**src/hdl/hkr_pkg.sv**
```systemverilog
// Shared constants, status type and US layout lookup for the keyboard report block.
`default_nettype none

package hkr_pkg;

  localparam int unsigned KEY_W      = 8;
  localparam int unsigned MOD_W      = 8;
  localparam int unsigned CHAR_W     = 7;
  localparam int unsigned LEN_W      = 7;
  localparam logic [KEY_W-1:0] FIRST_KEY  = 8'd4;
  localparam logic [LEN_W-1:0] MIN_REPORT = 7'd8;
  localparam logic [MOD_W-1:0] SHIFT_MASK = 8'h22;

  // Status that the event merger reports back to the top level.
  typedef struct packed {
    logic idle;
    logic freeing;
  } merge_status_t;

  // US layout: returns the character for a usage, 0 when there is none.
  function automatic logic [CHAR_W-1:0] layout_char(input logic [KEY_W-1:0] key,
                                                    input logic shifted);
    logic [KEY_W-1:0] ofs;
    logic [KEY_W-1:0] letter;
    logic [CHAR_W-1:0] ch;
    ofs    = key - FIRST_KEY;
    letter = shifted ? (8'h41 + ofs) : (8'h61 + ofs);
    ch     = '0;
    if (key >= 8'd4 && key <= 8'd29) begin
      ch = letter[CHAR_W-1:0];
    end else begin
      case (key)
        8'd30:   ch = shifted ? 7'h21 : 7'h31;
        8'd31:   ch = shifted ? 7'h40 : 7'h32;
        8'd32:   ch = shifted ? 7'h23 : 7'h33;
        8'd33:   ch = shifted ? 7'h24 : 7'h34;
        8'd34:   ch = shifted ? 7'h25 : 7'h35;
        8'd35:   ch = shifted ? 7'h5E : 7'h36;
        8'd36:   ch = shifted ? 7'h26 : 7'h37;
        8'd37:   ch = shifted ? 7'h2A : 7'h38;
        8'd38:   ch = shifted ? 7'h28 : 7'h39;
        8'd39:   ch = shifted ? 7'h29 : 7'h30;
        8'd40:   ch = 7'h0D;
        8'd42:   ch = shifted ? 7'h00 : 7'h08;
        8'd44:   ch = 7'h20;
        8'd45:   ch = shifted ? 7'h5F : 7'h2D;
        8'd46:   ch = shifted ? 7'h2B : 7'h3D;
        8'd47:   ch = shifted ? 7'h7B : 7'h5B;
        8'd48:   ch = shifted ? 7'h7D : 7'h5D;
        8'd49:   ch = shifted ? 7'h7C : 7'h5C;
        8'd50:   ch = shifted ? 7'h7C : 7'h5C;
        8'd51:   ch = shifted ? 7'h3A : 7'h3B;
        8'd52:   ch = shifted ? 7'h22 : 7'h27;
        8'd53:   ch = shifted ? 7'h7E : 7'h60;
        8'd54:   ch = shifted ? 7'h3C : 7'h2C;
        8'd55:   ch = shifted ? 7'h3E : 7'h2E;
        8'd56:   ch = shifted ? 7'h3F : 7'h2F;
        default: ch = '0;
      endcase
    end
    return ch;
  endfunction

endpackage

`default_nettype wire

```
**src/hdl/hkr_lane.sv**
```systemverilog
// One key slot lane: finds a release of the old key and a press of the new key.
`default_nettype none

module hkr_lane #(
  parameter int unsigned KEY_SLOTS = 6
) (
  input  wire logic [hkr_pkg::KEY_W-1:0]                old_key_i,
  input  wire logic [hkr_pkg::KEY_W-1:0]                new_key_i,
  input  wire logic [KEY_SLOTS-1:0][hkr_pkg::KEY_W-1:0] old_keys_i,
  input  wire logic [KEY_SLOTS-1:0][hkr_pkg::KEY_W-1:0] new_keys_i,
  output logic                                          release_o,
  output logic                                          press_o
);

  logic old_in_new;
  logic new_in_old;

  always_comb begin
    old_in_new = 1'b0;
    new_in_old = 1'b0;
    for (int i = 0; i < KEY_SLOTS; i++) begin
      if (new_keys_i[i] == old_key_i) old_in_new = 1'b1;
      if (old_keys_i[i] == new_key_i) new_in_old = 1'b1;
    end
  end

  // Usages below the first real key never cause events.
  assign release_o = (old_key_i >= hkr_pkg::FIRST_KEY) && !old_in_new;
  assign press_o   = (new_key_i >= hkr_pkg::FIRST_KEY) && !new_in_old;

endmodule

`default_nettype wire

```
**src/hdl/hkr_merge.sv**
```systemverilog
// Event merger: holds one report's lane results and sends its events in order.
`default_nettype none

module hkr_merge #(
  parameter int unsigned KEY_SLOTS = 6
) (
  input  wire logic                                     clk_i,
  input  wire logic                                     rst_ni,
  input  wire logic                                     load_i,
  input  wire logic [KEY_SLOTS-1:0]                     release_i,
  input  wire logic [KEY_SLOTS-1:0]                     press_i,
  input  wire logic [KEY_SLOTS-1:0][hkr_pkg::KEY_W-1:0] old_keys_i,
  input  wire logic [KEY_SLOTS-1:0][hkr_pkg::KEY_W-1:0] new_keys_i,
  input  wire logic [hkr_pkg::MOD_W-1:0]                mod_i,
  output hkr_pkg::merge_status_t                        status_o,
  input  wire logic                                     out_ready_i,
  output logic                                          out_valid_o,
  output logic [hkr_pkg::KEY_W-1:0]                     out_key_o,
  output logic                                          out_press_o,
  output logic [hkr_pkg::MOD_W-1:0]                     out_mod_o,
  output logic [hkr_pkg::CHAR_W-1:0]                    out_char_o,
  output logic                                          out_has_char_o,
  output logic                                          out_last_o
);

  localparam int unsigned CAND = 2 * KEY_SLOTS;

  // Candidate 2*i is the release of slot i, candidate 2*i+1 its press.
  logic [CAND-1:0]                          mask_d, mask_q;
  logic [KEY_SLOTS-1:0][hkr_pkg::KEY_W-1:0] old_q;
  logic [KEY_SLOTS-1:0][hkr_pkg::KEY_W-1:0] new_q;
  logic [hkr_pkg::MOD_W-1:0]                mod_q;

  logic [CAND-1:0]            pick;
  logic [CAND-1:0]            rest;
  logic [hkr_pkg::KEY_W-1:0]  pick_key;
  logic                       pick_press;
  logic                       shifted;
  logic [hkr_pkg::CHAR_W-1:0] pick_char;
  logic                       advance;

  logic                       out_valid_d, out_valid_q;
  logic [hkr_pkg::KEY_W-1:0]  out_key_q;
  logic                       out_press_q;
  logic [hkr_pkg::MOD_W-1:0]  out_mod_q;
  logic [hkr_pkg::CHAR_W-1:0] out_char_q;
  logic                       out_last_q;

  assign pick    = mask_q & (~mask_q + CAND'(1));
  assign rest    = mask_q & ~pick;
  assign advance = (|mask_q) && (!out_valid_q || out_ready_i);

  always_comb begin
    pick_key   = '0;
    pick_press = 1'b0;
    for (int i = 0; i < KEY_SLOTS; i++) begin
      if (pick[2*i])   pick_key = pick_key | old_q[i];
      if (pick[2*i+1]) begin
        pick_key   = pick_key | new_q[i];
        pick_press = 1'b1;
      end
    end
  end

  assign shifted   = |(mod_q & hkr_pkg::SHIFT_MASK);
  assign pick_char = pick_press ? hkr_pkg::layout_char(pick_key, shifted) : '0;

  always_comb begin
    mask_d = mask_q;
    if (load_i) begin
      for (int i = 0; i < KEY_SLOTS; i++) begin
        mask_d[2*i]   = release_i[i];
        mask_d[2*i+1] = press_i[i];
      end
    end else if (advance) begin
      mask_d = rest;
    end
  end

  always_comb begin
    out_valid_d = out_valid_q;
    if (advance) begin
      out_valid_d = 1'b1;
    end else if (out_ready_i) begin
      out_valid_d = 1'b0;
    end
  end

  always_ff @(posedge clk_i or negedge rst_ni) begin
    if (!rst_ni) begin
      mask_q      <= '0;
      out_valid_q <= 1'b0;
    end else begin
      mask_q      <= mask_d;
      out_valid_q <= out_valid_d;
    end
  end

  always_ff @(posedge clk_i) begin
    if (load_i) begin
      old_q <= old_keys_i;
      new_q <= new_keys_i;
      mod_q <= mod_i;
    end
    if (advance) begin
      out_key_q   <= pick_key;
      out_press_q <= pick_press;
      out_mod_q   <= pick_press ? mod_q : '0;
      out_char_q  <= pick_char;
      out_last_q  <= (rest == '0);
    end
  end

  assign status_o.idle    = (mask_q == '0);
  assign status_o.freeing = advance && (rest == '0);

  assign out_valid_o    = out_valid_q;
  assign out_key_o      = out_key_q;
  assign out_press_o    = out_press_q;
  assign out_mod_o      = out_mod_q;
  assign out_char_o     = out_char_q;
  assign out_has_char_o = (out_char_q != '0);
  assign out_last_o     = out_last_q;

endmodule

`default_nettype wire

```
**src/hdl/hid_keyboard_report_to_key_events.sv**
```systemverilog
// Top level: boot keyboard report in, key press and release events out.
// A taken report's events wait in the event buffer and move from there into the output register.
// Throughput: one event per cycle while m_axis_tready is high.
// A report is taken in the cycle its predecessor's last event moves out, so back-to-back.
// Short reports and reports causing no event leave the event buffer empty.
// Reset clears the previous keys to zero and empties the event buffer and output register.
`default_nettype none

module hid_keyboard_report_to_key_events #(
  parameter int unsigned KEY_SLOTS = 6
) (
  input  wire logic                  clk_i,
  input  wire logic                  rst_ni,
  // Report request, from bit 0: report_bytes[6:0], modifier_bits[14:7],
  // then key_slot_0 .. key_slot_N 8 bits each, zero filled to whole bytes.
  input  wire logic                  s_axis_tvalid,
  output logic                       s_axis_tready,
  input  wire logic [((hkr_pkg::LEN_W + hkr_pkg::MOD_W + hkr_pkg::KEY_W * KEY_SLOTS + 7) / 8)
                     * 8 - 1:0]      s_axis_tdata,
  // Event request, from bit 0: event_key[7:0], event_modifier[15:8],
  // ascii_char[22:16], has_char[23].
  output logic                       m_axis_tvalid,
  input  wire logic                  m_axis_tready,
  output logic [23:0]                m_axis_tdata,
  // is_press: 1 for a key press, 0 for a release.
  output logic                       m_axis_tuser,
  // last_event: set on the final event of a report.
  output logic                       m_axis_tlast
);

  localparam int unsigned KEY_BASE = hkr_pkg::LEN_W + hkr_pkg::MOD_W;

  // Field extraction from the report request.
  logic [hkr_pkg::LEN_W-1:0]                report_bytes;
  logic [hkr_pkg::MOD_W-1:0]                modifier_bits;
  logic [KEY_SLOTS-1:0][hkr_pkg::KEY_W-1:0] key_slots;

  assign report_bytes  = s_axis_tdata[hkr_pkg::LEN_W-1:0];
  assign modifier_bits = s_axis_tdata[hkr_pkg::LEN_W +: hkr_pkg::MOD_W];

  for (genvar g = 0; g < KEY_SLOTS; g++) begin : g_unpack
    assign key_slots[g] = s_axis_tdata[KEY_BASE + g * hkr_pkg::KEY_W +: hkr_pkg::KEY_W];
  end

  // Keys of the previous full-length report; compared against each new report.
  logic [KEY_SLOTS-1:0][hkr_pkg::KEY_W-1:0] prev_d, prev_q;

  hkr_pkg::merge_status_t status;
  logic                   accept;
  logic                   load;
  logic [KEY_SLOTS-1:0]   release_hit;
  logic [KEY_SLOTS-1:0]   press_hit;

  // A new report may enter once the event buffer is empty or hands over its last event.
  assign s_axis_tready = status.idle || status.freeing;
  assign accept        = s_axis_tvalid && s_axis_tready;
  // Short reports are consumed without events and leave the previous keys alone.
  assign load          = accept && (report_bytes >= hkr_pkg::MIN_REPORT);

  // One lane per key slot, all comparing in the same cycle.
  for (genvar g = 0; g < KEY_SLOTS; g++) begin : g_lane
    hkr_lane #(
      .KEY_SLOTS (KEY_SLOTS)
    ) u_lane (
      .old_key_i  (prev_q[g]),
      .new_key_i  (key_slots[g]),
      .old_keys_i (prev_q),
      .new_keys_i (key_slots),
      .release_o  (release_hit[g]),
      .press_o    (press_hit[g])
    );
  end

  always_comb begin
    prev_d = prev_q;
    if (load) begin
      prev_d = key_slots;
    end
  end

  always_ff @(posedge clk_i or negedge rst_ni) begin
    if (!rst_ni) begin
      prev_q <= '0;
    end else begin
      prev_q <= prev_d;
    end
  end

  // The merger keeps the lane results and emits them in slot order,
  // release before press within a slot.
  logic [hkr_pkg::KEY_W-1:0]  event_key;
  logic                       is_press;
  logic [hkr_pkg::MOD_W-1:0]  event_modifier;
  logic [hkr_pkg::CHAR_W-1:0] ascii_char;
  logic                       has_char;
  logic                       last_event;

  hkr_merge #(
    .KEY_SLOTS (KEY_SLOTS)
  ) u_merge (
    .clk_i          (clk_i),
    .rst_ni         (rst_ni),
    .load_i         (load),
    .release_i      (release_hit),
    .press_i        (press_hit),
    .old_keys_i     (prev_q),
    .new_keys_i     (key_slots),
    .mod_i          (modifier_bits),
    .status_o       (status),
    .out_ready_i    (m_axis_tready),
    .out_valid_o    (m_axis_tvalid),
    .out_key_o      (event_key),
    .out_press_o    (is_press),
    .out_mod_o      (event_modifier),
    .out_char_o     (ascii_char),
    .out_has_char_o (has_char),
    .out_last_o     (last_event)
  );

  assign m_axis_tdata = {has_char, ascii_char, event_modifier, event_key};
  assign m_axis_tuser = is_press;
  assign m_axis_tlast = last_event;

endmodule

`default_nettype wire

```
**config.mk**
```make
export PLATFORM = sky130hd
export DESIGN_NAME = hid_keyboard_report_to_key_events
export DESIGN_NICKNAME = d
export VERILOG_FILES = /design/src/hdl/hkr_pkg.sv /design/src/hdl/hkr_lane.sv /design/src/hdl/hkr_merge.sv /design/src/hdl/hid_keyboard_report_to_key_events.sv
export SDC_FILE = /design/constraint.sdc
export NUM_CORES = 1
export LEC_CHECK = 0
export BUFFER_PORTS_ARGS = -buffer_cell sky130_fd_sc_hd__buf_2
export CAP_MARGIN = 20
export CORE_MARGIN = 4
export CORE_UTILIZATION = 61
export CTS_CLUSTER_DIAMETER = 200
export DETAILED_ROUTE_END_ITERATION = 7
export PLACE_DENSITY = 0.92
export SLEW_MARGIN = 20
export SYNTH_ARGS = -nofsm -noshare
export SYNTH_HDL_FRONTEND = slang
export SYNTH_SLANG_ARGS = --single-unit
```
**constraint.sdc**
```tcl
create_clock -name clk_i -period 6 [get_ports clk_i]
set_input_delay 0.9 -clock clk_i [delete_from_list [all_inputs] [get_ports clk_i]]
set_output_delay 0.9 -clock clk_i [all_outputs]
set_load 0.02 [all_outputs]
```
[After elaboration in Yosys (flattened, before gate mapping)]
Index checks and enable logic that the tools add are counted.
Cells by class
  $add $sub $neg: 4
  $lt $le $gt $ge: 15
  equal/unequal tests: 97
  multiplexer cells: 119
  bitwise gates (word level): 15
  reductions and logical operators: 40
Operator list (number)
  $eq A8 B8 Y1: 72
  $eq A8 B6 Y1 const B: 23
  $pmux W7 S24: 1
  $ge A8 B3 Y1 const B: 13
  $mux W8: 12
  $or A8 B8 Y8: 11
  $mux W1: 81
  $mux W5: 13
  $mux W7: 5
  $and A12 B12 Y12: 2
  $logic_not A12 Y1: 2
  $mux W12: 2
  $not A12 Y12: 2
  $mux W6: 3
  $logic_and A1 B1 Y1: 17
  $eq A8 B5 Y1 const B: 2
  $add A7 B7 Y7 const A: 2
  $logic_not A1 Y1: 13
  $add A12 B1 Y12 const B: 1
  $reduce_or A12 Y1: 1
  $le A8 B5 Y1 const B: 1
  $ge A7 B4 Y1 const B: 1
  $reduce_bool A7 Y1: 1
  $sub A7 B3 Y7 const B: 1
  5 further kinds: 8
Storage, ports and cells
  register bits: 190
  input bits: 68
  output and inout bits: 28
  logic and storage cells: 316

[Logic depth before layout (Yosys ltp)]
  depth after elaboration: 30
  depth in mapped cells: 18
  depth with buffers taken out: 15

[By module]
From an unflattened synthesis, not the netlist that was laid out.
Second synthesis, totals
  cells, all modules: 1522
  area total of the unflattened synthesis: 15452.3 µm²
By module, submodules not included
  hkr_lane: instances 6, cells an instance 150, area an instance 1171.1 µm²
  hkr_merge: instances 1, cells an instance 516, area an instance 6576.3 µm²
  hid_keyboard_report_to_key_events: instances 1, cells an instance 106, area an instance 1849.3 µm²

[Worst setup path before layout]
OpenSTA, ideal clock, no wires.
  path kind: register to register
  start point: register u_merge.mask_q[0]
  end point: register u_merge.mod_q[0] (netlist bit) (enable)
  setup time: 0.475 ns
  arrival time: 4.830 ns
  data required time: 5.525 ns
  slack: 0.695 ns
  cell stages (with the launch flop): 11
  path buffers: 1
  path through: dfrtp_1 -> buf_6 -> or4_4 -> or3_4 -> maj3_2 -> o22ai_1 -> a21oi_1 -> nor3_1 -> nand2_1 -> nand2_1 -> and2_1
On the way
  word-level cells in the longest chain between the ends: 10
RTL lines
  start: declaration: line hkr_merge.sv:29  | logic [CAND-1:0] mask_d, mask_q;
  start signal: assignment: line hkr_merge.sv:94  | mask_q <= mask_d;
  $not A12 Y12: line hkr_merge.sv:49  | assign pick = mask_q & (~mask_q + CAND'(1));
  $add A12 B1 Y12: line hkr_merge.sv:49
  $and A12 B12 Y12: line hkr_merge.sv:49
  $not A12 Y12: line hkr_merge.sv:50  | assign rest = mask_q & ~pick;
  $and A12 B12 Y12: line hkr_merge.sv:50
  $logic_not A12 Y1: line hkr_merge.sv:115  | assign status_o.freeing = advance && (rest == '0);
  $logic_and A1 B1 Y1: line hkr_merge.sv:115
  $logic_or A1 B1 Y1 (*): line hid_keyboard_report_to_key_events.sv:55  | assign s_axis_tready = status.idle || status.freeing;
  via s_axis_tready: line hid_keyboard_report_to_key_events.sv:17  | output logic s_axis_tready,
  $logic_and A1 B1 Y1 (*): line hid_keyboard_report_to_key_events.sv:56  | assign accept = s_axis_tvalid && s_axis_tready;
  $logic_and A1 B1 Y1 (*): line hid_keyboard_report_to_key_events.sv:58  | assign load = accept && (report_bytes >= hkr_pkg::MIN_REPORT);
  via load: line hid_keyboard_report_to_key_events.sv:50  | logic load;
  end signal: assignment: line hkr_merge.sv:103  | mod_q <= mod_i;
  end: declaration: line hkr_merge.sv:32  | logic [hkr_pkg::MOD_W-1:0] mod_q;
Mark *: on every way through the listed nets, which the timed path passes. The rest lies on a longest branch.
A chain may end at the register's enable or synchronous reset.

[Worst setup path in the final report]
  start point: register u_merge.mask_q[0]
  end point: register u_merge.out_char_q (netlist bit u_merge.out_char_o[4]) (data pin)
On the way
  word-level cells in the longest chain between the ends: 30
RTL lines
  $not A12 Y12: line hkr_merge.sv:49
  $add A12 B1 Y12: line hkr_merge.sv:49
  $and A12 B12 Y12 (*): line hkr_merge.sv:49
  $mux W8: line hkr_merge.sv:57  | if (pick[2*i]) pick_key = pick_key | old_q[i];
  $or A8 B8 Y8: line hkr_merge.sv:59  | pick_key = pick_key | new_q[i];
  $mux W8: line hkr_merge.sv:58  | if (pick[2*i+1]) begin
  $or A8 B8 Y8: line hkr_merge.sv:57
  $mux W8: line hkr_merge.sv:57
  [14 not listed]
  $or A8 B8 Y8: line hkr_merge.sv:57
  $mux W8: line hkr_merge.sv:57
  $or A8 B8 Y8: line hkr_merge.sv:59
  $mux W8: line hkr_merge.sv:58
  $sub A7 B3 Y7 or $eq A8 B6 Y1 (tied branches): line hkr_pkg.sv:26, hkr_pkg.sv:32
  $add A7 B7 Y7 or $reduce_or A2 Y1 (tied branches)
  $mux W7 or $pmux W7 S24 (tied branches): line hkr_pkg.sv:27, hkr_pkg.sv:32
  $mux W7: line hkr_pkg.sv:29  | if (key >= 8'd4 && key <= 8'd29) begin
  end signal: assignment: line hkr_merge.sv:109  | out_char_q <= pick_char;
  end: declaration: line hkr_merge.sv:46  | logic [hkr_pkg::CHAR_W-1:0] out_char_q;
Every way passes the cells marked *; elsewhere a longest branch is shown, timed or not.

==> reports/metrics.yaml <==
die:
  dieArea_um2: 22100
  coreArea_um2: 19500
  die_w_um: 149
  top_level_ports: 96
  row_count: 51
  fp.dieH_um: 149
  initial_core_util_pct: 62.1
pwr:
  p_leak_uw: 0.00439
  ir_worst_vdd_uv: 367
  p_per_area_nw_per_um2: 686
global_route:
  grt_antenna_before_repair: 0
  grt.busiest_layer: "met2"
  use_met2_pct: 52.0
  grt_pass1_wl_um: 54900
  grt_use_total_pct: 32.6
  grtUsageMet3_pct: 7.17
  met1_usage_pct: 41.2
  grt_max_degree: 62
  grt_overflow: 0
  first_global_vias: 9501
timing:
  relSlewSlack_pct: 27.5
  hold_violations: 0
  max_freq_mhz: 203
  finalSetupTns_ns: 0
  rsz0062_at_grt: "false"
  setup_viol: 0
  setup_ws_ns: 1.07
  holdWs_ns: 0.530
  worst_slew_pin_slew_ns: 1.06
  fin_skew_ns: 0.0235
  fin_crit_sh_pct: 82.2
  report.final.slew_viol_count: 0
  min_period_ns: 4.93
cts:
  clock-sinks: 190
  clkLatencyLatePin_ns: 0.45
  cts_repair_resize_count: 0
  root_buffer: "clkbuf_16"
  cts_made_buffers: 17
  postCtsHoldBufs: 0
  clk_pin_slew_ns: 0.08
  post_cts_buffers: 0
  cts_tree: "built"
  h-tree-depth: 4
  clock_path_buffers: 2
synthesis:
  syn_area_um2: 12100
  syn_avg_cell_area_um2: 10.2
  yosys_register_bits: 190
  synth_edf_count: 129
  ys_seq_area_share_pct: 44.7
  synthFlopType: "edfxtp_1"
  ys_warn_count: 0
  netlist_instances: 1181
  syn-num-nets: 1260
  synth.distinct_cells: 75
  ys_async_sr_fraction_pct: 32.1
critical_path:
  crit_chain: "or4_4 -> nor3_1 -> a211o_1 -> and4b_1 -> ha_1 -> o31ai_1 -> nand2_1 -> a32o_1 -> o211a_1 -> a2111oi_2 -> o22ai_1"
  timing.critical_path.max_delay_family: "compound AO/OA/AOI/OAI gates"
  crit_path_top_delay_cell: "or4_4"
  crit_buf_inv: 0
  cp_max_fo: 27
  critPathLaunchType: "flip-flop"
  cp.arrival_ns: 5.10
  required_ns: 6.17
  rr_startpoint: "u_merge.mask_q[0]"
  crit_type: "flip-flop to flip-flop"
  cpPeakStageDelay_ns: 0.71
  crit_path_start: "u_merge.mask_q[0]"
  end_kind: "flip-flop"
  ff2ff_path_depth: 11
  worst-path-stages: 11
place:
  place_area_um2: 12400
  io_buffers: 91
  dpl.hpwl_um: 24600
  place_ws_ns: 1.22
  gp_congestion: 1.01
finish:
  areaGrowthSynthToFinish_pct: 7.41
  layout-drive-gt1-share_pct: 16.7
  mostFrequentLayoutCell: "xnor2_1"
  fin_area_um2: 13000
  multiInputGateArea_um2: 6090
  fin_nets: 1244
  final_cell_mix: "xnor2_1 (275), edfxtp_1 (129), buf_2 (91), nand4_1 (70), nand2_1 (69)"
  fillers: 1369
  regArea_um2: 5400
detailed_routing:
  vias_per_cell: 6.80
  wirelength_um: 36100
  wl_per_cell_um: 25.0
  drtIter0Drc: 1436
  ant_nets: 0
  post-route-drc-count: 0
  num_vias: 9824
  first_pass_iters: 8
status:
  outcome: "finished, final reports clean"
min_path:
  worstHoldPathType: "flip-flop to flip-flop"
  hold_path_startpoint: "u_merge.mod_q[6]"
  min_path_cells: 1
run:
  cap_violations: 0
[layer usage]
metal	vias up	wire, um
met5	-	0
met4	0	2330
met3	230	4380
met2	844	16700
met1	4598	12800
li1	4152	-
[registers in the layout, summed over array words and instances (netlist names)]
| name | cells |
|---|---|
| prev_q | 48 |
| u_merge.out_last_o | 1 |
| u_merge.new_q | 48 |
| u_merge.out_press_o | 1 |
| u_merge.out_key_o | 8 |
| u_merge.out_char_o | 7 |
| u_merge.mask_q | 12 |
| u_merge.out_mod_o | 8 |
| u_merge.out_valid_o | 1 |
| u_merge.mod_q | 8 |
| u_merge.old_q | 48 |
[report_power, final]
group,internal (uW),switching [uW],total (uW)
clock network,554,557,1110
registers,2000,954,2950
logic,2030,2820,4840
[path summary, 6_finish.rpt]
check	slack, ns	end
max	1.07	u_merge.out_char_o[4]
min	0.53	u_merge.out_mod_o[6]
min in group asynchronous	0.63	prev_q[7]
min reg2reg	0.53	u_merge.out_mod_o[6]
max reg2reg	1.07	u_merge.out_char_o[4]
max in group asynchronous	4.75	prev_q[33]
[metrics by stage]
step	util, %	total power [uW]	instances
floorplan	-	6440	1181
global placement	63.7	7450	1411
detailed placement	63.7	7580	1411
CTS	66.7	8740	1443
global route	66.7	9360	1443
finish	66.7	8900	1444
[logic make-up (layout without fill, tap and decap cells)]
kind of cell / count (synthesis) / after routing / synth area share, %
other: 0 / 1 / 0
flip-flops: 190 / 190 / 44.7
adder cells (fa/ha/maj): 13 / 13 / 1.32
AO/OA/AOI/OAI: 175 / 175 / 9.54
AND/OR/NAND/NOR: 308 / 308 / 13.6
buffers and inverters: 151 / 148 / 4.90
XOR/XNOR: 294 / 294 / 21.3
multiplexers: 50 / 50 / 4.64
[worst reg2reg max path: cells and delay by family (launching register included)]
family                     cells  cell delay, ns
AOI/OAI and AO/OA              6            1.90
DFF                            1            0.68
and+or+nand+nor                4            1.69
adders and majority gates      1            0.39
[layout make-up]
cell class / instances / area share, %
Tap cell: 265 / 2.55
Inverter: 17 / 0.492
Clock inverter: 14 / 1.10
Clock buffer: 18 / 3.31
Multi-Input combinational cell: 840 / 46.9
Timing Repair Buffer: 99 / 3.97
Antenna cell: 1 / 0.0193
Sequential cell: 190 / 41.6
[cells in the mapped netlist, types with 15 or more instances]
cell	number	share of area [%]
edfxtp_1	129	32
o22ai_1	15	0.78
buf_1	18	0.56
a21oi_1	31	1.3
nor2_1	62	1.9
nand3_1	16	0.66
dfrtp_1	61	13
nand4_1	70	3.6
xnor2_1	275	20
mux2_2	48	4.5
xor2_1	19	1.4
inv_1	17	0.53
o21ai_0	49	2.0
nand2_1	69	2.1
nor4_1	29	1.5
clkbuf_1	103	3.2
a22oi_1	18	1.1
Power figures use the tool's default switching activity.
